===== src/rtl/assert_macros.svh =====
// Assertion helpers shared by the RTL. Each macro expects clk_i and rst_ni in scope.
`ifndef ASSERT_MACROS_SVH
`define ASSERT_MACROS_SVH

// Same-cycle implication, checked at every rising clock edge outside reset.
`define MPPT_ASSERT_IMP(lbl, ante, cons, msg) \
  lbl: assert property (@(posedge clk_i) disable iff (!rst_ni) (ante) |-> (cons)) \
    else $error(msg);

// Next-cycle implication, checked at every rising clock edge outside reset.
`define MPPT_ASSERT_NXT(lbl, ante, cons, msg) \
  lbl: assert property (@(posedge clk_i) disable iff (!rst_ni) (ante) |=> (cons)) \
    else $error(msg);

`endif


===== src/rtl/mppt_pkg.sv =====
package mppt_pkg;

  // Widths of the stream fields.
  localparam int unsigned BYTE_BITS      = 8;
  localparam int unsigned COORD_BITS     = 12;
  localparam int unsigned COUNT_BITS     = 32;
  localparam int unsigned CFG_INDEX_BITS = 2;

  // Internal width of the tracked positions.
  localparam int unsigned POSITION_BITS = 12;

  // Signed width that holds a position plus or minus a 9-bit move.
  localparam int unsigned SUM_BITS =
    ((POSITION_BITS > COORD_BITS) ? POSITION_BITS : COORD_BITS) + 2;

  // Sign bits of the two moves inside the status byte.
  localparam int unsigned X_SIGN_BIT = 4;
  localparam int unsigned Y_SIGN_BIT = 5;

  typedef logic [COORD_BITS-1:0]    coord_t;
  typedef logic [POSITION_BITS-1:0] pos_t;
  typedef logic [COUNT_BITS-1:0]    count_t;
  typedef logic [BYTE_BITS-1:0]     byte_t;

  localparam coord_t MAX_X_RESET = COORD_BITS'(1279);
  localparam coord_t MAX_Y_RESET = COORD_BITS'(719);

  // Configuration register indexes.
  typedef enum logic [CFG_INDEX_BITS-1:0] {
    CFG_MAX_X = 2'd0,
    CFG_MAX_Y = 2'd1
  } cfg_index_e;

  // Position of the next byte within a packet.
  typedef enum logic [1:0] {
    BYTE_STATUS = 2'd0,
    BYTE_X_MOVE = 2'd1,
    BYTE_Y_MOVE = 2'd2
  } byte_index_e;

  typedef struct packed {
    coord_t max_x;
    coord_t max_y;
  } cfg_t;

  typedef struct packed {
    count_t byte_count;
    logic   packet_done;
    coord_t pos_y;
    coord_t pos_x;
  } result_t;

endpackage


===== src/rtl/mppt_core.sv =====
module mppt_core (
  input  logic             clk_i,
  input  logic             rst_ni,
  input  logic             step_i,
  input  mppt_pkg::byte_t  byte_i,
  input  mppt_pkg::cfg_t   cfg_i,
  output mppt_pkg::result_t result_o
);

  // Adds or subtracts a signed move to a position and clamps to zero and the maximum.
  function automatic mppt_pkg::pos_t clamp_pos(input mppt_pkg::pos_t pos,
                                               input logic [8:0] move,
                                               input logic subtract,
                                               input mppt_pkg::coord_t maxv);
    logic signed [mppt_pkg::SUM_BITS-1:0] base;
    logic signed [mppt_pkg::SUM_BITS-1:0] mv;
    logic signed [mppt_pkg::SUM_BITS-1:0] sum;
    logic signed [mppt_pkg::SUM_BITS-1:0] top;
    logic signed [mppt_pkg::SUM_BITS-1:0] lim;
    base = $signed({{(mppt_pkg::SUM_BITS - mppt_pkg::POSITION_BITS){1'b0}}, pos});
    mv   = $signed({{(mppt_pkg::SUM_BITS - 9){move[8]}}, move});
    sum  = subtract ? (base - mv) : (base + mv);
    top  = $signed({{(mppt_pkg::SUM_BITS - mppt_pkg::COORD_BITS){1'b0}}, maxv});
    lim  = $signed({{(mppt_pkg::SUM_BITS - mppt_pkg::POSITION_BITS){1'b0}},
                    {mppt_pkg::POSITION_BITS{1'b1}}});
    if (top > lim) begin
      top = lim;
    end
    if (sum[mppt_pkg::SUM_BITS-1]) begin
      sum = '0;
    end else if (sum > top) begin
      sum = top;
    end
    return sum[mppt_pkg::POSITION_BITS-1:0];
  endfunction

  // Reports a position masked to the output field width.
  function automatic mppt_pkg::coord_t to_coord(input mppt_pkg::pos_t pos);
    logic [mppt_pkg::SUM_BITS-1:0] ext;
    ext = {{(mppt_pkg::SUM_BITS - mppt_pkg::POSITION_BITS){1'b0}}, pos};
    return ext[mppt_pkg::COORD_BITS-1:0];
  endfunction

  mppt_pkg::byte_index_e index_q, index_d;
  mppt_pkg::byte_t       status_q, status_d;
  mppt_pkg::byte_t       x_move_q, x_move_d;
  mppt_pkg::pos_t        x_pos_q, x_pos_d;
  mppt_pkg::pos_t        y_pos_q, y_pos_d;
  mppt_pkg::count_t      count_q, count_d;
  logic                  done;

  // Next packet state for the byte at the input.
  always_comb begin
    index_d  = index_q;
    status_d = status_q;
    x_move_d = x_move_q;
    x_pos_d  = x_pos_q;
    y_pos_d  = y_pos_q;
    count_d  = mppt_pkg::COUNT_BITS'(count_q + 1'b1);
    done     = 1'b0;
    case (index_q)
      mppt_pkg::BYTE_X_MOVE: begin
        x_move_d = byte_i;
        index_d  = mppt_pkg::BYTE_Y_MOVE;
      end
      mppt_pkg::BYTE_Y_MOVE: begin
        x_pos_d = clamp_pos(x_pos_q, {status_q[mppt_pkg::X_SIGN_BIT], x_move_q},
                            1'b0, cfg_i.max_x);
        y_pos_d = clamp_pos(y_pos_q, {status_q[mppt_pkg::Y_SIGN_BIT], byte_i},
                            1'b1, cfg_i.max_y);
        index_d = mppt_pkg::BYTE_STATUS;
        done    = 1'b1;
      end
      default: begin
        // A stray index value is taken as the start of a packet.
        status_d = byte_i;
        index_d  = mppt_pkg::BYTE_X_MOVE;
      end
    endcase
  end

  // Result for the byte at the input.
  always_comb begin
    result_o.pos_x       = to_coord(x_pos_d);
    result_o.pos_y       = to_coord(y_pos_d);
    result_o.packet_done = done;
    result_o.byte_count  = count_d;
  end

  // Packet state advances once per byte.
  always_ff @(posedge clk_i or negedge rst_ni) begin
    if (!rst_ni) begin
      index_q  <= mppt_pkg::BYTE_STATUS;
      status_q <= '0;
      x_move_q <= '0;
      x_pos_q  <= '0;
      y_pos_q  <= '0;
      count_q  <= '0;
    end else if (step_i) begin
      index_q  <= index_d;
      status_q <= status_d;
      x_move_q <= x_move_d;
      x_pos_q  <= x_pos_d;
      y_pos_q  <= y_pos_d;
      count_q  <= count_d;
    end
  end

endmodule


===== src/rtl/mouse_packet_position_tracker.sv =====
// Pointer position tracker for three-byte mouse packets. Each request on the slave
// stream carries one packet byte and yields exactly one request on the master stream
// with the current X and Y positions, a flag that is set when that byte completed a
// packet, and the running byte count. On the third byte of a packet the signed X move
// is added to X, the signed Y move is subtracted from Y (zero is the top), and both are
// clamped to zero and to max_x and max_y. A byte is taken every clock cycle while the
// master side keeps taking results. One input register and one result register sit
// around a single add-and-clamp pass: a byte is held in the input register, and its
// result is registered in the result register before it is offered on the master
// stream. Write max_x and max_y only while no byte is in flight; a write to any other
// index is dropped.
`include "assert_macros.svh"

module mouse_packet_position_tracker (
  input  logic        clk_i,
  input  logic        rst_ni,
  // Byte stream from the device.
  input  logic        s_axis_tvalid,
  output logic        s_axis_tready,
  input  logic [7:0]  s_axis_tdata,   // [7:0] packet_byte
  // Position results.
  output logic        m_axis_tvalid,
  input  logic        m_axis_tready,
  output logic [55:0] m_axis_tdata,   // [11:0] pos_x, [23:12] pos_y, [55:24] byte_count
  output logic        m_axis_tuser,   // [0] packet_done
  // Configuration writes.
  input  logic        cfg_valid_i,
  output logic        cfg_ready_o,
  input  logic [mppt_pkg::CFG_INDEX_BITS-1:0] cfg_index_i,
  input  logic [mppt_pkg::COORD_BITS-1:0]     cfg_data_i
);

  logic              in_valid_q, in_valid_d;
  mppt_pkg::byte_t   in_byte_q;
  logic              out_valid_q, out_valid_d;
  mppt_pkg::result_t out_q;
  mppt_pkg::result_t result;
  mppt_pkg::cfg_t    cfg_q, cfg_d;
  logic              s_accept;
  logic              out_free;
  logic              step;

  // Handshake: the input register moves on when the result register is free.
  assign out_free      = !out_valid_q || m_axis_tready;
  assign step          = in_valid_q && out_free;
  assign s_axis_tready = !in_valid_q || out_free;
  assign s_accept      = s_axis_tvalid && s_axis_tready;
  assign cfg_ready_o   = 1'b1;

  always_comb begin
    in_valid_d = in_valid_q;
    if (s_accept) begin
      in_valid_d = 1'b1;
    end else if (step) begin
      in_valid_d = 1'b0;
    end
  end

  always_comb begin
    out_valid_d = out_valid_q;
    if (step) begin
      out_valid_d = 1'b1;
    end else if (m_axis_tready) begin
      out_valid_d = 1'b0;
    end
  end

  // Configuration register writes.
  always_comb begin
    cfg_d = cfg_q;
    if (cfg_valid_i) begin
      case (mppt_pkg::cfg_index_e'(cfg_index_i))
        mppt_pkg::CFG_MAX_X: cfg_d.max_x = cfg_data_i;
        mppt_pkg::CFG_MAX_Y: cfg_d.max_y = cfg_data_i;
        default: ;
      endcase
    end
  end

  always_ff @(posedge clk_i or negedge rst_ni) begin
    if (!rst_ni) begin
      in_valid_q  <= 1'b0;
      out_valid_q <= 1'b0;
      cfg_q.max_x <= mppt_pkg::MAX_X_RESET;
      cfg_q.max_y <= mppt_pkg::MAX_Y_RESET;
    end else begin
      in_valid_q  <= in_valid_d;
      out_valid_q <= out_valid_d;
      cfg_q       <= cfg_d;
    end
  end

  // Payload registers.
  always_ff @(posedge clk_i) begin
    if (s_accept) begin
      in_byte_q <= s_axis_tdata;
    end
    if (step) begin
      out_q <= result;
    end
  end

  mppt_core u_core (
    .clk_i    (clk_i),
    .rst_ni   (rst_ni),
    .step_i   (step),
    .byte_i   (in_byte_q),
    .cfg_i    (cfg_q),
    .result_o (result)
  );

  assign m_axis_tvalid = out_valid_q;
  assign m_axis_tdata  = {out_q.byte_count, out_q.pos_y, out_q.pos_x};
  assign m_axis_tuser  = out_q.packet_done;

  // A byte waiting in the input register is neither lost nor changed.
  `MPPT_ASSERT_NXT(a_in_hold, in_valid_q && !step, in_valid_q && $stable(in_byte_q),
                   "input byte dropped while stalled")

  // A completed packet reports positions within the configured limits.
  `MPPT_ASSERT_IMP(a_pos_clamped, m_axis_tvalid && m_axis_tuser,
                   (out_q.pos_x <= cfg_q.max_x) && (out_q.pos_y <= cfg_q.max_y),
                   "position beyond configured maximum")

  // Two packets can never complete on consecutive bytes.
  `MPPT_ASSERT_NXT(a_done_spacing, step && result.packet_done,
                   !(step && result.packet_done),
                   "packet completed on back-to-back bytes")

endmodule

===== config.mk =====
export PLATFORM = sky130hd
export DESIGN_NAME = mouse_packet_position_tracker
export DESIGN_NICKNAME = d
export VERILOG_FILES = /design/src/rtl/mppt_pkg.sv /design/src/rtl/mppt_core.sv /design/src/rtl/mouse_packet_position_tracker.sv
export VERILOG_INCLUDE_DIRS = /design/src /design/src/rtl
export SDC_FILE = /design/constraint.sdc
export NUM_CORES = 1
export LEC_CHECK = 0
export ABC_AREA = 1
export BUFFER_PORTS_ARGS = -buffer_cell sky130_fd_sc_hd__buf_2
export CORE_MARGIN = 1.5
export CORE_UTILIZATION = 60
export CTS_CLUSTER_SIZE = 20
export DETAILED_ROUTE_END_ITERATION = 10
export GPL_ROUTABILITY_DRIVEN = 0
export PLACE_DENSITY = 0.81
export SYNTH_ARGS = -nofsm -noshare
export SYNTH_HDL_FRONTEND = slang
export SYNTH_SLANG_ARGS = --single-unit

===== constraint.sdc =====
create_clock -name clk_i -period 4.7 [get_ports clk_i]
set_input_delay 0.94 -clock clk_i [delete_from_list [all_inputs] [get_ports clk_i]]
set_output_delay 0.94 -clock clk_i [all_outputs]
set_load 0.01 [all_outputs]

==> results.toml, run 1 <==
[status]
outcome = "completed"

[floorplanning]
die_area_sq_mm = 0.0154
start_util_pct = 60.9
die_h_um = 124
die_w_um = 124
core-area_sq_mm = 0.0144
placementRows = 44
io-pin-count = 87

[cells_and_area]
fill_cells = 1158
multi_input_area_sq_mm = 0.00383
regArea_sq_mm = 0.00432
final_common_cell = "nand2_1"
drive_above_1_share_pct = 14.3
area_growth_syn_to_layout_pct = 12.6
layout.nets = 1191
mostFrequentLayoutCells = "355 x nand2_1, 132 x inv_1, 84 x buf_2, 79 x nand3_1, 78 x dfrtp_1"
stdcell_count = 1307

[setup_path]
crit_top_cell = "nand2_1"
critPathCapture = "m_axis_tdata[1]"
critPathMaxFanout = 13
cp.required_ns = 4.87
end_kind = "register"
rr_endpoint = "m_axis_tdata[1]"
path_class = "register to register"
crit_path_top_delay_cell = "nand2_1"
path_cells = "ha_1 > inv_1 > fa_1 > nand3b_1 > nand2_1 > a31oi_1 > o21bai_1 > xor2_1 > inv_1 > ha_1 > nand2_1 > inv_1 > nand2_1 > nor3b_1 > nand4_1 > nand3b_1 > nand2_1 > nand2_1 > nand3_1 > nand2_1"
critPathArrivalTime_ns = 4.30
worstSetupStartpointType = "register"
crit_start = "u_core.x_pos_q[0]"
r2r-start = "u_core.x_pos_q[0]"
reg2reg_slack_ns = 0.57
r2r_cells = 20
cp_slowest_stage_delay_ns = 0.52

[timing]
fin_crit_ns = 4.13
tightest_slew_ns = 1.06
drv_slew = 0
finalHoldViolations = 0
fin_skew_ns = 0.0175
fmax_mhz = 242
timing.final.crit_share_pct = 87.9
tns_ns = 0
finalSetupViolations = 0
maxSlewHeadroom_pct = 29.1
rsz0062_at_grt = "false"

[clock_tree]
clkLatencyLatePin_ns = 0.43
cts_buffers = 17
cts_sinks = 159
root_buffer = "clkbuf_16"
cts_max_level = 4
cts_resized = 0
clkTransAtPathRegs_ns = 0.06
hold_buffers = 0
postCtsSetupBuffers = 0
cts_tree = "yes"
clk_path_buf_depth = 2

[power]
irDropWorstVdd_uv = 379
p_leak_nw = 5.09
p_per_area_mw_per_mm2 = 660

[yosys]
syn_nets = 1109
syn_avg_cell_area_sq_um = 8.56
synthDistinctLibCells = 45
syn_area_sq_mm = 0.00879
yosysWarningCount = 0
synth_ff_type = "dfrtp_1"
synth_edf_count = 65
synth-seq-area-share_pct = 49.2
synth_cells = 1027
async_reset_ff_share_pct = 59.1
ys_ff_latch = 159

[global_routing]
grt.total_usage_pct = 26.5
grt_max_degree = 70
grt_antenna_before_repair = 1
grt.overflow.total = 0
grt_pass1_vias = 6508
grt_pass1_wl_um = 31100

[route]
via_count = 6950
wirelength_um = 19200
drt_iter0_markers = 555
wl_per_cell_um = 14.7
route.detailed.drc = 0
postRouteAntennaNets = 0
first_pass_iters = 5
via_per_inst = 5.32

[placement]
io_buffer_count = 85
place_hpwl_um = 13500
place_inst = 1274

[hold_path]
hp-class = "register to register"

[job]
max-cap-violations = 0
## cell type report
type / count / area share [%]
repair buffers: 90 / 4.70
diodes: 1 / 0.0253
flip-flops and latches: 159 / 43.7
clock buffers: 23 / 4.73
well taps: 184 / 2.33
inverters: 137 / 5.22
multi-input cells: 704 / 38.7
clock inverters: 9 / 0.632
## worst min-delay path by stage
stage / from / endpoint / slack [ns] / depth (start not counted)
after global placement: cfg_q[20] / cfg_q[20] / 0.47 / 2
after floorplan: cfg_q[10] / cfg_q[10] / 0.45 / 2
after global routing: cfg_q[22] / cfg_q[22] / 0.51 / 2
after CTS: cfg_q[5] / cfg_q[5] / 0.49 / 2
after detailed placement: cfg_q[5] / cfg_q[5] / 0.48 / 2
final: cfg_q[5] / cfg_q[5] / 0.49 / 2
## power breakdown
group          switching [mW]  internal (mW)  leakage, nW
Sequential              0.267           1.92         1.84
Clock                   0.554          0.703        0.252
Combinational            1.98           1.11         3.00
Total                    2.80           3.73         5.09
## Yosys cell counts, drive strengths merged, types with 2 or more instances
| cell | number | area, sq um |
|---|---|---|
| ha | 53 | 663 |
| a31oi | 2 | 12.5 |
| nor2 | 39 | 204 |
| o21ai | 56 | 284 |
| nand2 | 358 | 1350 |
| dfrtp | 78 | 1950 |
| o21bai | 6 | 45.0 |
| dfstp | 16 | 420 |
| buf | 11 | 61.3 |
| xnor2 | 10 | 95.1 |
| clkbuf | 16 | 60.1 |
| xor2 | 38 | 340 |
| nand3b | 5 | 37.5 |
| a21oi | 28 | 140 |
| edfxtp | 65 | 1950 |
| nand4 | 8 | 65.1 |
| nand3 | 83 | 443 |
| nor4 | 2 | 12.5 |
| nor3 | 5 | 30.0 |
| inv | 136 | 510 |
| fa | 2 | 40.0 |
## per-stage QoR
stage               area [sq um]  util (%)  total power [mW]  hold WS [ns]  setup WS (ns)
detailed placement          9370      64.9              5.25         0.475          0.616
CTS                         9900      68.6              6.52         0.490          0.605
floorplan                   8790         -              4.48         0.453          0.965
global route                9900      68.6              7.09         0.507          0.106
finish                      9900      68.6              6.54         0.490          0.570
global placement            9370      64.9              5.15         0.469          0.756
## critical path: cells and delay by family, from the launching register on
kind	cells	cell delay (ns)
DFF	1	0.37
and+or+nand+nor	11	1.95
xor gates and xnor gates	1	0.21
buffers and inverters	3	0.19
adders and majority gates	3	0.85
AOI/OAI and AO/OA	2	0.32
## state kept, by name, indices dropped and copies added, names as in the netlist, 8 cells and up
register / count
in_byte_q: 8
u_core.y_pos_q: 12
u_core.x_pos_q: 12
u_core.x_move_q: 8
m_axis_tdata: 56
u_core.count_q: 32
cfg_q: 24
## metal layers
layer  routed length, um  track usage [%]
met1                8570             35.0
met2                9130             42.7
met3                1020             6.23
met4                 517             10.0
met5                   0                0
## logic make-up (layout without fill, tap and decap cells)
logic type	after synthesis	after routing	synth area share, %
buffers and inverters	164	259	7.23
XOR/XNOR	48	48	4.95
other	1	2	0.0427
multiplexers	1	1	0.128
AND/OR/NAND/NOR	503	503	24.6
adder cells (fa/ha/maj)	55	55	8.00
AO/OA/AOI/OAI	96	96	5.85
flip-flops	159	159	49.2
(Power assumes the default switching activity.)
==> run 2: changes to the inputs <==
--- a/config.mk
+++ b/config.mk
@@ -6,14 +6,17 @@
 export SDC_FILE = /design/constraint.sdc
 export NUM_CORES = 1
 export LEC_CHECK = 0
-export ABC_AREA = 1
+export ABC_AREA = 0
 export BUFFER_PORTS_ARGS = -buffer_cell sky130_fd_sc_hd__buf_2
+export CELL_PAD_IN_SITES_DETAIL_PLACEMENT = 0
+export CELL_PAD_IN_SITES_GLOBAL_PLACEMENT = 1
 export CORE_MARGIN = 1.5
-export CORE_UTILIZATION = 60
+export CORE_UTILIZATION = 47
+export CTS_CLUSTER_DIAMETER = 50
 export CTS_CLUSTER_SIZE = 20
 export DETAILED_ROUTE_END_ITERATION = 10
 export GPL_ROUTABILITY_DRIVEN = 0
-export PLACE_DENSITY = 0.81
+export PLACE_DENSITY = 0.8
 export SYNTH_ARGS = -nofsm -noshare
 export SYNTH_HDL_FRONTEND = slang
 export SYNTH_SLANG_ARGS = --single-unit
==> run 2 against run 1 <==
  * Final cell count fell by 13%
  * Count of clock-buffer cells in the layout is 5 lower
  * Register-to-register slack got worse by 0.40 ns
  * Maximum frequency decreased by 8.8%
  * Via count is 11% lower
  * Combinational power rose by 22%
  * Synthesized cell count down 22%
  * Largest cell class unchanged
==> results.toml, run 2 <==
[status]
outcome = "completed"

[floorplanning]
die_area_sq_mm = 0.0189
core-area_sq_mm = 0.0175
die_h_um = 137
io-pin-count = 87
placementRows = 48
start_util_pct = 48.6
die_w_um = 137

[timing]
tightest_slew_ns = 1.15
drv_slew = 0
whs_ns = 0.489
timing.final.crit_share_pct = 96.4
rsz0062_at_grt = "true"
fin_crit_ns = 4.53
setup_slack_ns = 0.169
maxSlewHeadroom_pct = 23.0
finalSetupViolations = 0
fmax_mhz = 221
tns_ns = 0
finalHoldViolations = 0
fin_skew_ns = 0.0107

[hold_path]
hp-class = "register to register"
hold_start = "u_core.y_pos_q[0]"

[placement]
place_hpwl_um = 14200
post_dp_cell_area_sq_mm = 0.00924
place_ws_ns = -0.357
place_inst = 1105
io_buffer_count = 85

[yosys]
yosysTopAreaCellShare_pct = 23.0
ys_ff_latch = 159
synth_edf_count = 65
synthDistinctLibCells = 55
async_reset_ff_share_pct = 59.1
synth_cells = 801
syn_avg_cell_area_sq_um = 10.6
synthTopCellsByArea = "dfrtp_1 23%, edfxtp_1 23%, ha_1 7.8%"
synth_commonest_cells = "93 x nand2_1, 78 x dfrtp_1, 65 x edfxtp_1, 65 x inv_1, 53 x ha_1"
syn_nets = 883
yosys.area.top_type = "dfrtp_1"
yosysWarningCount = 0
synth-seq-area-share_pct = 50.9
synth_ff_type = "dfrtp_1"
syn_area_sq_mm = 0.00849
synth.most_common_cell = "nand2_1"

[route]
wirelength_um = 19400
route.detailed.drc = 0
wl_per_cell_um = 17.0
via_per_inst = 5.41
drt_iter0_markers = 292
first_pass_iters = 5
postRouteAntennaNets = 0
via_count = 6159

[setup_path]
end_kind = "register"
critPathArrivalTime_ns = 4.68
critPathMaxFanout = 6
cp_slowest_stage_delay_ns = 0.39
cp.required_ns = 4.84
crit_path_top_delay_cell = "dfrtp_1"
r2r-start = "u_core.x_pos_q[0]"
path_class = "register to register"
path_cells = "ha_1 > inv_1 > fa_2 > nor2b_1 > o31a_1 > o31a_1 > o41ai_4 > nor2b_1 > nor2_1 > xnor2_1 > ha_1 > and3_4 > nand4_1 > a211o_1 > a21oi_2 > inv_1 > a211oi_4 > nor3b_4 > buf_4 > mux2i_1 > o22ai_1"
worstSetupStartpointType = "register"
crit_start = "u_core.x_pos_q[0]"

[clock_tree]
root_buffer = "clkbuf_16"
clk_path_buf_depth = 2
cts_max_level = 4
clkTransAtPathRegs_ns = 0.07
cts_sinks = 159
clkLatencyLatePin_ns = 0.43
cts_buffers = 17
cts_tree = "yes"

[cells_and_area]
mostFrequentLayoutCells = "93 x nand2_1, 84 x buf_2, 78 x dfrtp_1, 65 x edfxtp_1, 64 x inv_1"
area_growth_syn_to_layout_pct = 17.2
post-route-util_pct = 56.9
stdcell_count = 1139
final_common_cell = "nand2_1"
final_area_sq_mm = 0.00995
diodes = 0
layout.nets = 983
drive_above_1_share_pct = 21.3
largest_register_ffs = 56

[power]
irDropWorstVdd_uv = 364
power_mw = 7.26
p_per_area_mw_per_mm2 = 729
p_leak_nw = 4.49

[global_routing]
grt_pass1_vias = 6194
grt_max_degree = 69
grt_pass1_wl_um = 30700
grt.total_usage_pct = 21.5
grt.overflow.total = 0
grt_antenna_before_repair = 0

[job]
max-cap-violations = 0
-- run 2: cell types whose count changed after synthesis, sizes merged, moves of 7 or more --
cell	previous run	this run
nand2	358	93
o22a	0	8
xor2	38	28
nor2	39	46
mux2i	0	25
o21ai	56	63
nand3	83	28
xnor2	10	52
o22ai	0	17
o21a	1	8
and3	0	8
mux2	1	14
inv	136	65
-- run 2: layout make-up --
type	count	area, sq um
Clock buffer	18	439
Multi-Input combinational cell	551	3900
Sequential cell	159	4320
Timing Repair Buffer	107	593
Fill cell	1483	7520
Clock inverter	14	169
Tap cell	225	282
Inverter	65	244
-- run 2: timing repair --
action,CTS,global route
hold buffers,0,0
pin swaps,0,6
hold endpoints to repair,0,0
endpoints found under the setup margin,24,38
resized for setup,1,19
buffers inserted,2,0
cloned,0,0
-- run 2: cells by family (layout without fill, tap and decap cells) --
group	Yosys count	count (layout)	share of synthesized area [%]
AND/OR/NAND/NOR	226	226	12.2
flip-flops	159	159	50.9
AO/OA/AOI/OAI	150	150	11.3
buffers and inverters	91	204	4.20
XOR/XNOR	80	80	8.25
adder cells (fa/ha/maj)	55	55	8.28
multiplexers	39	39	4.81
other	1	1	0.0442
-- run 2: where the power goes --
part / switching, mW / leakage, nW / total, mW / internal [mW]
combinational: 2.12 / 2.36 / 3.78 / 1.66
clock: 0.609 / 0.296 / 1.43 / 0.817
sequential: 0.223 / 1.84 / 2.05 / 1.83
total: 2.95 / 4.49 / 7.26 / 4.30
-- run 2: layer usage --
metal / routed length (um) / share of wire, % / global-route usage (%)
met4: 566 / 2.9 / 9.47
met3: 728 / 3.8 / 4.19
met1: 8610 / 44 / 27.1
met5: 0 / 0 / 0
met2: 9510 / 49 / 36.1
-- run 2: worst max-delay path: cells and delay by family (launching register included) --
family	cells	cell delay, ns
AO/OA/AOI/OAI	7	1.71
XOR/XNOR	1	0.10
adder cells (fa/ha/maj)	3	0.75
buffers and inverters	3	0.37
flip-flops	1	0.39
multiplexers	1	0.21
AND/OR/NAND/NOR	6	0.69
-- run 2: worst paths after layout --
| kind | endpoint | depth (start not counted) | slack (ns) |
|---|---|---|---|
| hold / removal | u_core.y_pos_q[0] | 2 | 0.49 |
| setup / recovery | m_axis_tdata[7] | 21 | 0.17 |
| max in group asynchronous | u_core.y_pos_q[7] | 2 | 3.14 |
| hold reg to reg | u_core.y_pos_q[0] | 2 | 0.49 |
| setup reg to reg | m_axis_tdata[7] | 21 | 0.17 |
| min in group asynchronous | cfg_q[23] | 1 | 0.64 |
==> run 3: changes to the inputs <==
--- a/config.mk
+++ b/config.mk
@@ -11,12 +11,13 @@
 export CELL_PAD_IN_SITES_DETAIL_PLACEMENT = 0
 export CELL_PAD_IN_SITES_GLOBAL_PLACEMENT = 1
 export CORE_MARGIN = 1.5
-export CORE_UTILIZATION = 47
+export CORE_UTILIZATION = 48
 export CTS_CLUSTER_DIAMETER = 50
 export CTS_CLUSTER_SIZE = 20
 export DETAILED_ROUTE_END_ITERATION = 10
 export GPL_ROUTABILITY_DRIVEN = 0
-export PLACE_DENSITY = 0.8
+export PLACE_DENSITY = 0.79
 export SYNTH_ARGS = -nofsm -noshare
 export SYNTH_HDL_FRONTEND = slang
+export SYNTH_HIERARCHICAL = 1
 export SYNTH_SLANG_ARGS = --single-unit
==> constraint.sdc (replaced) <==
create_clock -name clk_i -period 5.05 [get_ports clk_i]
set_input_delay 1.01 -clock clk_i [delete_from_list [all_inputs] [get_ports clk_i]]
set_output_delay 1.01 -clock clk_i [all_outputs]
set_load 0.01 [all_outputs]
==> run 3 against run 2 <==
  * Total power fell by 5.3%
  * Synthesized cell count rose by 6.6%
  * Clock skew rose by 0.0034 ns
  * Register-to-register slack improved by 0.22 ns
  * First-iteration DRC count rose by 73%
  * Die area rose by 5.4%
  * Clock power fell by 11%
  * Final cell count rose by 2.5%
  * Final area rose by 2.9%
  * Global-route usage rose by 0.56 points
  * Synthesized area rose by 7.8%
  * Highest routed layer is now met5
==> results.toml, run 3 <==
[route]
route.detailed.drc = 0
drt_iter0_markers = 504
postRouteAntennaNets = 0
wl_per_cell_um = 17.8
via_per_inst = 5.62
first_pass_iters = 4
via_count = 6556
wirelength_um = 20800

[yosys]
synthDistinctLibCells = 76
syn_area_sq_mm = 0.00915
synth_ff_type = "dfrtp_1"
ys_ff_latch = 159
yosysTopAreaCellShare_pct = 21.3
synthTopCellsByArea = "dfrtp_1 21%, edfxtp_1 21%, ha_1 7.4%"
synth_edf_count = 65
synth-seq-area-share_pct = 47.3
async_reset_ff_share_pct = 59.1
syn_nets = 937
synth_commonest_cells = "78 x dfrtp_1, 68 x nand2_1, 67 x inv_1"
yosys.area.top_type = "dfrtp_1"
synth_cells = 854
yosysWarningCount = 6
syn_avg_cell_area_sq_um = 10.7
synth.most_common_cell = "dfrtp_1"

[setup_path]
rr_endpoint = "m_axis_tdata[5]"
r2r_cells = 18
r2r-start = "u_core/x_pos_q[0]"
critPathMaxFanout = 5
path_class = "register to register"
critPathArrivalTime_ns = 4.81
worstSetupStartpointType = "register"
cp.required_ns = 5.20
end_kind = "register"
reg2reg_slack_ns = 0.39

[timing]
whs_ns = 0.488
finalHoldViolations = 0
timing.final.crit_share_pct = 92.2
tightest_slew_ns = 1.05
rsz0062_at_grt = "false"
maxSlewHeadroom_pct = 30.2
tns_ns = 0
fin_skew_ns = 0.0141
fmax_mhz = 215
setup_slack_ns = 0.393
finalSetupViolations = 0
fin_crit_ns = 4.66
drv_slew = 0

[floorplanning]
die_w_um = 141
start_util_pct = 48.9
io-pin-count = 87
die_h_um = 141
core-area_sq_mm = 0.0187
placementRows = 50
die_area_sq_mm = 0.0199

[placement]
place_ws_ns = 0.463
io_buffer_count = 85
post_dp_cell_area_sq_mm = 0.00966
place_hpwl_um = 14900

[cells_and_area]
layout.nets = 1003
final_area_sq_mm = 0.0102
regArea_sq_mm = 0.00432
mostFrequentLayoutCells = "84 x buf_2, 78 x dfrtp_1, 68 x nand2_1, 67 x inv_1, 65 x edfxtp_1"
drive_above_1_share_pct = 21.0
final_common_cell = "buf_2"
multi_input_area_sq_mm = 0.00432
diodes = 0
largest_register_ffs = 56
area_growth_syn_to_layout_pct = 12.0
fill_cells = 1647

[clock_tree]
postCtsSetupBuffers = 0
clkLatencyLatePin_ns = 0.43
clk_path_buf_depth = 2
cts_tree = "yes"
clkTransAtPathRegs_ns = 0.07
cts_max_level = 4
hold_buffers = 0
cts_resized = 0
root_buffer = "clkbuf_16"
cts_sinks = 159
cts_buffers = 17

[global_routing]
grt.total_usage_pct = 22.1
grt_max_degree = 65
grt_pass1_wl_um = 34200
grt_pass1_vias = 6453
grt.overflow.total = 0
grt_antenna_before_repair = 2

[hold_path]
hp-class = "register to register"
worstHoldEndpoint = "m_axis_tvalid"
whs_path_depth = 1
hold_start = "in_valid_q"

[power]
p_int_mw = 3.81
p_per_area_mw_per_mm2 = 671
p_leak_nw = 4.47
irDropWorstVdd_uv = 383
pwr-share-clk_pct = 18.5
power_frac_comb_pct = 53.0
power_mw = 6.87
pwr-share-seq_pct = 28.5
switching_power_mw = 3.06
switching_share_pct = 44.5

[status]
outcome = "completed"

[job]
max-cap-violations = 0
-- run 3: final cells by class --
cell class,count,share of cell area [%]
clock buffer,18,4.19
clock inverter,14,1.50
inverter,67,2.45
multi-input combinational,584,42.2
sequential,159,42.2
tap,234,2.86
timing repair buffer,91,4.62
-- run 3: worst max-delay path by stage --
| stage | start | end | slack [ns] | cells after the start |
|---|---|---|---|---|
| after floorplan | u_core/x_pos_q[0] | m_axis_tdata[3] | 1.0 | 18 |
| after global placement | u_core/x_pos_q[4] | m_axis_tdata[5] | 0.52 | 16 |
| after detailed placement | u_core/x_pos_q[0] | m_axis_tdata[5] | 0.46 | 18 |
| after CTS | u_core/x_pos_q[0] | m_axis_tdata[5] | 0.42 | 18 |
| after global routing | u_core/x_pos_q[0] | m_axis_tdata[5] | 0.04 | 18 |
| final | u_core/x_pos_q[0] | m_axis_tdata[5] | 0.39 | 18 |
-- run 3: logic make-up after synthesis --
kind of cell,share of synthesized area [%]
and+or+nand+nor,13.4
AOI/OAI and AO/OA,14.4
DFF,47.3
buffers and inverters,5.65
xor gates and xnor gates,7.47
adders and majority gates,7.82
muxes,3.97
other,0.0410
-- run 3: metrics by stage --
| stage | utilization (%) | instances |
|---|---|---|
| after floorplan | - | 854 |
| after CTS | 54.8 | 1167 |
| final | 54.8 | 1167 |
| after detailed placement | 51.7 | 1135 |
| after global placement | 51.7 | 1135 |
| after global routing | 54.8 | 1167 |
-- run 3: layer usage --
metal	global-route usage, %	vias up	wire [um]
li1	-	3228	-
met1	31.8	3142	10300
met2	33.8	159	9000
met3	4.93	23	1120
met4	6.03	4	326
met5	0	-	25
-- run 3: critical path, cell delays in order (launching register included) --
cell and delay (ns):
dfrtp_1 0.40, ha_1 0.20, inv_1 0.07, fa_1 0.25
nor2b_4 0.06, o2111ai_1 0.24, nand3_1 0.14, a31o_2 0.25
a21o_1 0.18, xor2_1 0.15, ha_1 0.32, nand4_1 0.19
nor4_2 0.43, nor3_1 0.12, o2bb2ai_1 0.16, o22ai_1 0.29
o22ai_2 0.21, a2111oi_2 0.59, a21oi_1 0.13
-- run 3: power groups by stage --
| stage | logic [mW] | registers [mW] | clock network [mW] |
|---|---|---|---|
| after floorplan | 2.82 | 1.93 | 0 |
| after global placement | 3.58 | 1.98 | 0 |
| after detailed placement | 3.59 | 1.98 | 0 |
| after CTS | 3.61 | 1.96 | 1.31 |
| after global routing | 4.06 | 2.01 | 1.34 |
| final | 3.64 | 1.96 | 1.27 |
